### src/bbc_pkg.sv
// ---------------------------------------------------------------------------
// bbc_pkg
// Shared types, constants and character decode for the bracket balance
// checker.
// ---------------------------------------------------------------------------
`default_nettype none

package bbc_pkg;

    // Stack geometry
    localparam int STACK_DEPTH = 64;
    localparam int ADDR_W      = (STACK_DEPTH > 1) ? $clog2(STACK_DEPTH) : 1;
    localparam int CNT_W       = $clog2(STACK_DEPTH + 1);

    // Result status codes
    localparam logic [2:0] ST_OK       = 3'd0;
    localparam logic [2:0] ST_WRONG    = 3'd1;
    localparam logic [2:0] ST_EMPTY    = 3'd2;
    localparam logic [2:0] ST_UNCLOSED = 3'd3;
    localparam logic [2:0] ST_OVERFLOW = 3'd4;

    // Bracket kinds as shown on expected_kind
    localparam logic [2:0] KIND_NONE   = 3'd0;
    localparam logic [2:0] KIND_PAREN  = 3'd1;
    localparam logic [2:0] KIND_BRACE  = 3'd2;
    localparam logic [2:0] KIND_SQUARE = 3'd3;
    localparam logic [2:0] KIND_ANGLE  = 3'd4;

    // Bracket characters
    localparam logic [7:0] CH_LPAREN  = 8'h28;
    localparam logic [7:0] CH_RPAREN  = 8'h29;
    localparam logic [7:0] CH_LBRACE  = 8'h7B;
    localparam logic [7:0] CH_RBRACE  = 8'h7D;
    localparam logic [7:0] CH_LSQUARE = 8'h5B;
    localparam logic [7:0] CH_RSQUARE = 8'h5D;
    localparam logic [7:0] CH_LANGLE  = 8'h3C;
    localparam logic [7:0] CH_RANGLE  = 8'h3E;

    // One result item
    typedef struct packed {
        logic [2:0] status;
        logic [2:0] expected_kind;
        logic [6:0] depth;
    } result_t;

    // Stack memory write port
    typedef struct packed {
        logic              en;
        logic [ADDR_W-1:0] addr;
        logic [1:0]        kind;
    } stk_wr_t;

    // Kind of an opener, KIND_NONE for anything else
    function automatic logic [2:0] opener_kind(input logic [7:0] c);
        logic [2:0] k;
        unique case (c)
            CH_LPAREN:  k = KIND_PAREN;
            CH_LBRACE:  k = KIND_BRACE;
            CH_LSQUARE: k = KIND_SQUARE;
            CH_LANGLE:  k = KIND_ANGLE;
            default:    k = KIND_NONE;
        endcase
        return k;
    endfunction

    // Kind of a closer, KIND_NONE for anything else
    function automatic logic [2:0] closer_kind(input logic [7:0] c);
        logic [2:0] k;
        unique case (c)
            CH_RPAREN:  k = KIND_PAREN;
            CH_RBRACE:  k = KIND_BRACE;
            CH_RSQUARE: k = KIND_SQUARE;
            CH_RANGLE:  k = KIND_ANGLE;
            default:    k = KIND_NONE;
        endcase
        return k;
    endfunction

endpackage

`default_nettype wire

### src/bbc_out_fifo.sv
// ---------------------------------------------------------------------------
// bbc_out_fifo
// Two-entry result buffer between the stack logic and the output channel.
// ---------------------------------------------------------------------------
`default_nettype none

module bbc_out_fifo (
    input  wire logic             clk,
    input  wire logic             rst_n,
    input  wire logic             push,
    input  wire bbc_pkg::result_t push_data,
    output logic                  full,
    output logic                  out_valid,
    input  wire logic             out_stall,
    output bbc_pkg::result_t      out_data
);

    bbc_pkg::result_t entry_reg [2];
    logic       wr_ptr_reg, wr_ptr_next;
    logic       rd_ptr_reg, rd_ptr_next;
    logic [1:0] fill_reg, fill_next;
    logic       pop;

    assign pop = (fill_reg != 2'd0) && !out_stall;

    // Advance pointers and fill level
    always_comb
    begin
        wr_ptr_next = wr_ptr_reg ^ push;
        rd_ptr_next = rd_ptr_reg ^ pop;
        fill_next   = fill_reg + {1'b0, push} - {1'b0, pop};
    end

    always_ff @(posedge clk or negedge rst_n)
    begin
        if (!rst_n)
        begin
            wr_ptr_reg <= 1'b0;
            rd_ptr_reg <= 1'b0;
            fill_reg   <= 2'd0;
        end
        else
        begin
            wr_ptr_reg <= wr_ptr_next;
            rd_ptr_reg <= rd_ptr_next;
            fill_reg   <= fill_next;
        end
    end

    // Store the incoming result
    always_ff @(posedge clk)
    begin
        if (push)
        begin
            entry_reg[wr_ptr_reg] <= push_data;
        end
    end

    assign full      = (fill_reg == 2'd2);
    assign out_valid = (fill_reg != 2'd0);
    assign out_data  = entry_reg[rd_ptr_reg];

endmodule

`default_nettype wire

### config.mk
export PLATFORM = sky130hd
export DESIGN_NAME = bbc_out_fifo
export DESIGN_NICKNAME = d
export VERILOG_FILES = /design/src/bbc_pkg.sv /design/src/bbc_out_fifo.sv
export SDC_FILE = /design/constraint.sdc
export NUM_CORES = 1
export LEC_CHECK = 0
export ABC_AREA = 1
export BUFFER_PORTS_ARGS = -buffer_cell sky130_fd_sc_hd__buf_2
export CAP_MARGIN = 25
export CORE_ASPECT_RATIO = 1.25
export CORE_MARGIN = 5
export CORE_UTILIZATION = 45
export CTS_CLUSTER_DIAMETER = 40
export DETAILED_ROUTE_END_ITERATION = 10
export GPL_ROUTABILITY_DRIVEN = 1
export PLACE_DENSITY = 0.84
export SLEW_MARGIN = 30
export SYNTH_ARGS = -nofsm -noshare
export SYNTH_HDL_FRONTEND = slang
export SYNTH_SLANG_ARGS = --single-unit
export TNS_END_PERCENT = 10
### constraint.sdc
create_clock -name clk -period 1.2 [get_ports clk]
set_input_delay 0.06 -clock clk [delete_from_list [all_inputs] [get_ports clk]]
set_output_delay 0.06 -clock clk [all_outputs]
set_load 0.01 [all_outputs]
==> results of run 1 <==
worst paths after layout:
kind                        startpoint           to  slack (ns)
min reg2reg                fill_reg[1]  fill_reg[1]        0.61
max in group asynchronous        rst_n  fill_reg[1]        1.02
max                        fill_reg[0]  fill_reg[1]       -0.10
min in group asynchronous        rst_n   wr_ptr_reg        0.06
max reg2reg                fill_reg[0]  fill_reg[1]       -0.10
min                               push  fill_reg[0]        0.04
Yosys cell counts, drive strengths merged:
master / count
nand2: 48
ha: 4
buf: 2
dfrtp: 4
inv: 10
nor2: 1
edfxtp: 26
nand3: 2
layout make-up:
class,count,area [µm²],share of cell area
Inverter,10,40.0,0.0233
Clock buffer,5,37.5,0.0218
Tap cell,33,41.3,0.0240
Timing Repair Buffer,56,410,0.239
Clock inverter,3,11.3,0.00655
Multi-Input combinational cell,55,299,0.174
Sequential cell,30,881,0.512
power groups by stage:
stage	logic [µW]	registers, µW	clock network, µW
2_1_floorplan	792	1500	0
3_3_place_gp	1260	1490	0
3_5_place_dp	1340	1510	0
4_1_cts	1590	1480	533
5_1_grt	1860	1520	604
6_report	1690	1500	517
per-layer routing:
metal / routed length (µm) / vias to the layer above / global-route usage
li1: - / 437 / -
met1: 883 / 406 / 0.129
met2: 1310 / 32 / 0.256
met3: 167 / 7 / 0.0554
met4: 55 / 0 / 0.0742
met5: 0 / - / 0
cells by family (layout without fill, tap and decap cells):
kind of cell  count (synthesis)  after routing  share of synthesized area
fa+ha+maj                     4              4                     0.0424
buf+inv                      12             74                     0.0477
flops                        30             30                      0.746
simple gates                 51             51                      0.164
metrics by stage:
| stage | hold WS [ns] | std cells | util |
|---|---|---|---|
| 3_5_place_dp | -0.126 | 165 | 0.576 |
| 3_3_place_gp | -0.131 | 165 | 0.576 |
| 5_1_grt | 0.0258 | 192 | 0.694 |
| 4_1_cts | 0.0270 | 192 | 0.685 |
| 2_1_floorplan | -0.236 | 97 | - |
| 6_report | 0.0367 | 192 | 0.694 |
timing repair:
action	in CTS	in global routing
endpoints found under the setup margin	28	18
resized for setup	11	5
hold endpoints to repair	30	0
hold buffers	14	0
pin swaps	6	0
setup buffers	6	0
==> metrics.txt, run 1 <==
status=finished with violations; failing checks=negative setup slack; Final HPWL DP=about 1.5 mm; most frequent cells in the layout=nand2_1 (46), buf_2 (29), edfxtp_1 (26), dlygate4sd3_1 (14), buf_4 (8); area leader, netlist=edfxtp_1; largest net degree at the start of global routing=15; final WL=~2.4 mm; CP Launch Type=flip-flop; Worst Max-Slew Pin Slew=approximately 0.33 ns; CP Data Arrival Time=about 1.5 ns; cells after synthesis=97; DRT Pass-1 Iters=4; first-pass GRT wire length=around 3.7 mm; Syn Nets=between 100 and 150; Clk Tree Root Cell=clkbuf_4; Initial Util=0.477; Placed Area=roughly 1400 µm²; CTS buffer count=5; CP required=approximately 1.4 ns; TritonCTS clock tree=done; Worst VDD drop=between 1000 and 1500 µV; Place WS=-0.161 ns; PnR Total Power=3710 µW; number of I/O port buffers=31; Final setup viols=17; commonest non-fill, non-tap cell in the layout=nand2_1; P&R area growth vs syn=45.7%; wire length per cell=around 13 µm; CP delay by family, top=flip-flops; Yosys cell types=10; Cell Area, Synth=between 1000 and 1500 µm²; RSZ-0062 raised after global routing=yes; antenna violations before repair=0; most frequent cell on the critical path=inv_2; clock-pin slew of the registers on the worst-case setup and hold paths=about 0.090 ns; Crit Path Max Fanout=2; max-slew violations=0; ant diodes=0; layout cells sized above 1=0.377; Clock Latency Late Sink=around 0.32 ns; Slowest cell on crit path=dfrtp_1; area of the core=2480 µm²; final setup margin=-0.101 ns; Ys Warns=0; cell row count=20; worst path cell trace=inv_2, nand2_4, nand2_4, inv_2, ha_4, inv_2, ha_4, nand3_2, nand2_1; Cell Int Power=between 2000 and 2500 µW; Final Cycle Share=1.08; power per cell area=around 2200 nW/µm²; Filler cells=179; synth top area cells=edfxtp_1 (66%), nand2_1 (15%), dfrtp_1 (8.5%), ha_1 (4.2%), inv_1 (2.9%); Seq pwr share=0.404; P_leak=0.000793 µW; Synth Register Bits=30; Vias/cell=about 4.6; TNS Setup=-0.532 ns; sw power=around 1300 µW; fin crit period=roughly 1.3 ns; Final nets=around 180; die area=around 3800 µm²; vias=a little under 900; number of clock sinks=30; Max stage delay on crit path=~0.4 ns; die height=67.3 µm; post-synth top area share=0.661; GR Util All Layers=0.137; sw frac=0.356; worst setup path class=flip-flop to flip-flop; Largest register FFs=26; Detailed Route Iter0 Violations=37; Die X-Extent=55.8 µm; I/O Pins=32; number of global-route vias before repair=between 800 and 900; skew final=0.00782 ns; final instance area=around 1700 µm²; drc violations=0; Final GP Congestion=between 0.7 and 0.8; fmax=~770 MHz; Critical Path Stages=9; final hold vios=0; Slew HR=0.783; r2r worst-path depth=9; max-cap violation count=0; gr ovfl total=0; Logic pwr share=0.457; number of H-tree levels=2; post-route ant nets=0; Critical path buffers and inverters=3; CTS max path bufs=2; hold path depth=2; Clock power frac=0.139; Seq/Total Area, Yosys=0.746; syn_area_per_cell=~12 µm²; CP Capture Type=flip-flop; worst hold path class=primary input to flip-flop
Power figures use the tool's default switching activity.
==> run 2: changes to the inputs <==
--- a/config.mk
+++ b/config.mk
@@ -5,7 +5,7 @@
 export SDC_FILE = /design/constraint.sdc
 export NUM_CORES = 1
 export LEC_CHECK = 0
-export ABC_AREA = 1
+export ABC_AREA = 0
 export BUFFER_PORTS_ARGS = -buffer_cell sky130_fd_sc_hd__buf_2
 export CAP_MARGIN = 25
 export CORE_ASPECT_RATIO = 1.25
==> constraint.sdc (replaced) <==
create_clock -name clk -period 1.2 [get_ports clk]
set_input_delay 0.06 -clock clk [delete_from_list [all_inputs] [get_ports clk]]
set_output_delay 0.06 -clock clk [all_outputs]
set_load 0.1 [all_outputs]
==> run 2 against run 1 <==
  * The run still ends with negative setup slack left
  * Cell count decreased by 21%
  * Synthesized cell count fell by 39%
  * Maximum frequency shrank 13%
  * Critical path depth is 2 lower
  * Routed wire length is 6.0% lower
  * Utilization increased by 7.8 points
  * Worst setup slack worse by 0.20 ns
  * Sequential share of layout area shrank 4.7 points
  * Non-clock buffer count decreased by 3
  * Critical endpoint unchanged
  * Highest routed layer unchanged
==> metrics.txt, run 2 <==
Final HPWL DP=1.46 mm (about the same); worst setup path class=flip-flop to flip-flop (unchanged); number of global-route vias before repair=825 (was 861); ant diodes=0 (unchanged); die height=66.6 µm (was 67.3 µm); failing checks=negative setup slack (unchanged); largest family of logic cells by synthesized area=multiplexers (was simple AND/OR/NAND/NOR gates); Ys Warns=0 (unchanged); status=finished with violations (unchanged); most frequent cells in the layout=edfxtp_1 (26), buf_12 (17), buf_2 (16), dlygate4sd3_1 (14), mux2_2 (11) (was nand2_1 (46), buf_2 (29), edfxtp_1 (26), dlygate4sd3_1 (14), buf_4 (8)); layout cells sized above 1=0.538 (was 0.377); Detailed Route Iter0 Violations=16 (was 37); fmax=668 MHz (was 768 MHz); R2R Setup Slk=-0.30 ns (was -0.10 ns); Worst Max-Slew Pin Slew=0.332 ns (was 0.326 ns); DRT Pass-1 Iters=2 (was 4); post-route ant nets=0 (unchanged); most frequent cell on the critical path=ha_4 (was inv_2); cell row count=20 (unchanged); RSZ-0062 raised after global routing=yes (unchanged); Cell Area, Synth=1150 µm² (was 1180 µm²); area share of and/or/nand/nor cells after synthesis=0.0108 (was 0.164); drc violations=0 (unchanged); die area=3680 µm² (was 3760 µm²); complex-gate fraction of the synthesized area=0.00651 (was 0); placed insts=128 (was 165); fin crit period=1.50 ns (was 1.30 ns); main flop type after synthesis=edfxtp_1 (unchanged); Slew HR=0.778 (was 0.783); CTS max path bufs=2 (unchanged); Critical path buffers and inverters=2 (was 3); Post-Synth XOR/XNOR Area=0.0228 (was 0); first-pass GRT wire length=3.98 mm (was 3.71 mm); GR Util All Layers=0.150 (was 0.137); Max stage delay on crit path=0.41 ns (about the same); clock-pin slew of the registers on the worst-case setup and hold paths=0.09 ns (about the same); area of the core=2450 µm² (was 2480 µm²); commonest non-fill, non-tap cell in the layout=edfxtp_1 (was nand2_1); Seq/Total Area, Yosys=0.764 (was 0.746); Vias/cell=4.64 (was 4.59); CP Launch Type=flip-flop (unchanged); Final nets=139 (was 179); met2 Usage GRT=0.272 (was 0.256); TNS Setup=-4.14 ns (was -0.532 ns); max-cap violation count=0 (unchanged); Clock Latency Late Sink=0.33 ns (was 0.32 ns); Die X-Extent=55.3 µm (was 55.8 µm); area leader, netlist=edfxtp_1 (unchanged); worst hold path class=primary input to flip-flop (unchanged); Crit Path Max Fanout=2 (unchanged); Initial Util=0.470 (was 0.477); largest net degree at the start of global routing=14 (was 15); synth top area cells=edfxtp_1 (68%), mux2_2 (13%), dfrtp_1 (8.7%), ha_1 (4.3%), xnor2_1 (2.3%) (was edfxtp_1 (66%), nand2_1 (15%), dfrtp_1 (8.5%), ha_1 (4.2%), inv_1 (2.9%)); Largest register FFs=26 (unchanged); antenna violations before repair=0 (unchanged); P&R area growth vs syn=64.2% (was 45.7%); final WL=2.27 mm (was 2.42 mm); post-synth top area share=0.677 (was 0.661); cells after synthesis=59 (was 97); Yosys cell types=10 (unchanged); number of clock sinks=30 (unchanged); vias=705 (was 882); Non-Filler Instances=152 (was 192); Slowest cell on crit path=dfrtp_1 (unchanged); WHS=0.0412 ns (was 0.0367 ns); final hold vios=0 (unchanged); syn_area_per_cell=19.6 µm² (was 12.2 µm²); Final setup viols=17 (unchanged); Synth Register Bits=30 (unchanged); most frequent cell after synthesis=edfxtp_1 (was nand2_1); TritonCTS clock tree=done (unchanged); CP Capture Type=flip-flop (unchanged); number of H-tree levels=2 (unchanged); Placed Area=1620 µm² (was 1430 µm²); CTS buffer count=5 (unchanged); CP delay by family, top=adder cells (was flip-flops); final instance area=1890 µm² (was 1720 µm²); most frequent cells after synthesis=edfxtp_1 (26), mux2_2 (13), inv_1 (5), dfrtp_1 (4), ha_1 (4) (was nand2_1 (48), edfxtp_1 (26), inv_1 (9), dfrtp_1 (4), ha_1 (4)); Clk Tree Root Cell=clkbuf_4 (unchanged); gr ovfl total=0 (unchanged); Final Cycle Share=1.25 (was 1.08); met1 usage=0.140 (was 0.129); number of I/O port buffers=31 (unchanged); number of flops mapped to enable cells by yosys=26 (unchanged); post-synthesis mux area share=0.127 (was 0); CP Data Arrival Time=1.72 ns (was 1.53 ns); GR Util met3=0.0736 (was 0.0554); Top Usage Layer GRT=met2 (unchanged); FFs w/ async S/R, synth=0.133 (unchanged); Syn Nets=80 (was 118); final setup margin=-0.297 ns (was -0.101 ns); I/O Pins=32 (unchanged); worst path cell trace=o21bai_1, inv_1, ha_4, inv_2, ha_4, xnor2_2, xnor2_1 (was inv_2, nand2_4, nand2_4, inv_2, ha_4, inv_2, ha_4, nand3_2, nand2_1); max-slew violations=0 (unchanged); Final GP Congestion=0.662 (was 0.702); wire length per cell=15.0 µm (was 12.6 µm); Post-Synth Adder-Cell Area=0.0434 (was 0.0424); CP required=1.42 ns (about the same); skew final=0.00754 ns (was 0.00782 ns)
[run 2: worst paths after layout]
check | from | to | cells after the start
setup / recovery | fill_reg[1] | fill_reg[1] | 7
hold / removal | push | fill_reg[0] | 2
setup reg to reg | fill_reg[1] | fill_reg[1] | 7
hold reg to reg | fill_reg[1] | fill_reg[1] | 2
max in group asynchronous | rst_n | fill_reg[0] | 2
min in group asynchronous | rst_n | fill_reg[1] | 2
[run 2: metal layers]
metal / share of wire / wire length [µm]
met1: 0.34 / 765
met2: 0.57 / 1300
met3: 0.070 / 159
met4: 0.021 / 48
met5: 0 / 0
[run 2: cell type report]
| class | count | area [µm²] |
|---|---|---|
| flip-flops and latches | 30 | 881 |
| well taps | 33 | 41.3 |
| multi-input cells | 23 | 295 |
| inverters | 5 | 18.8 |
| repair buffers | 53 | 609 |
| clock buffers | 8 | 48.8 |
| fillers | 167 | 558 |
[run 2: timing repair]
| item | 4_1_cts | 5_1_grt |
|---|---|---|
| setup endpoints to repair | 30 | 17 |
| hold endpoints to repair | 30 | 0 |
| pin swaps | 4 | 3 |
| hold buffers | 14 | 0 |
| setup buffers | 2 | 0 |
| resized for setup | 10 | 4 |
| gates cloned | 0 | 0 |
[run 2: worst register-to-register path, cell delays in order, from the launching register on]
cell      delay, ns
dfrtp_1        0.41
o21bai_1       0.16
inv_1          0.10
ha_4           0.27
inv_2          0.04
ha_4           0.15
xnor2_2        0.13
xnor2_1        0.13
[run 2: logic make-up (layout without fill, tap and decap cells)]
group,count (synthesis),count (layout)
flops,30,30
mux,13,13
buf+inv,6,66
fa+ha+maj,4,4
xor+xnor,3,3
simple gates,2,2
compound gates,1,1
[run 2: through the flow]
stage / util / worst slack (ns)
after detailed placement: 0.662 / -0.312
final: 0.772 / -0.297
after global routing: 0.772 / -0.371
after floorplan: - / -0.268
after global placement: 0.662 / -0.216
after CTS: 0.762 / -0.310
Power of run 2 is not shown: default switching activity piles up to over one toggle a cycle in this logic, so the estimate is an artifact.
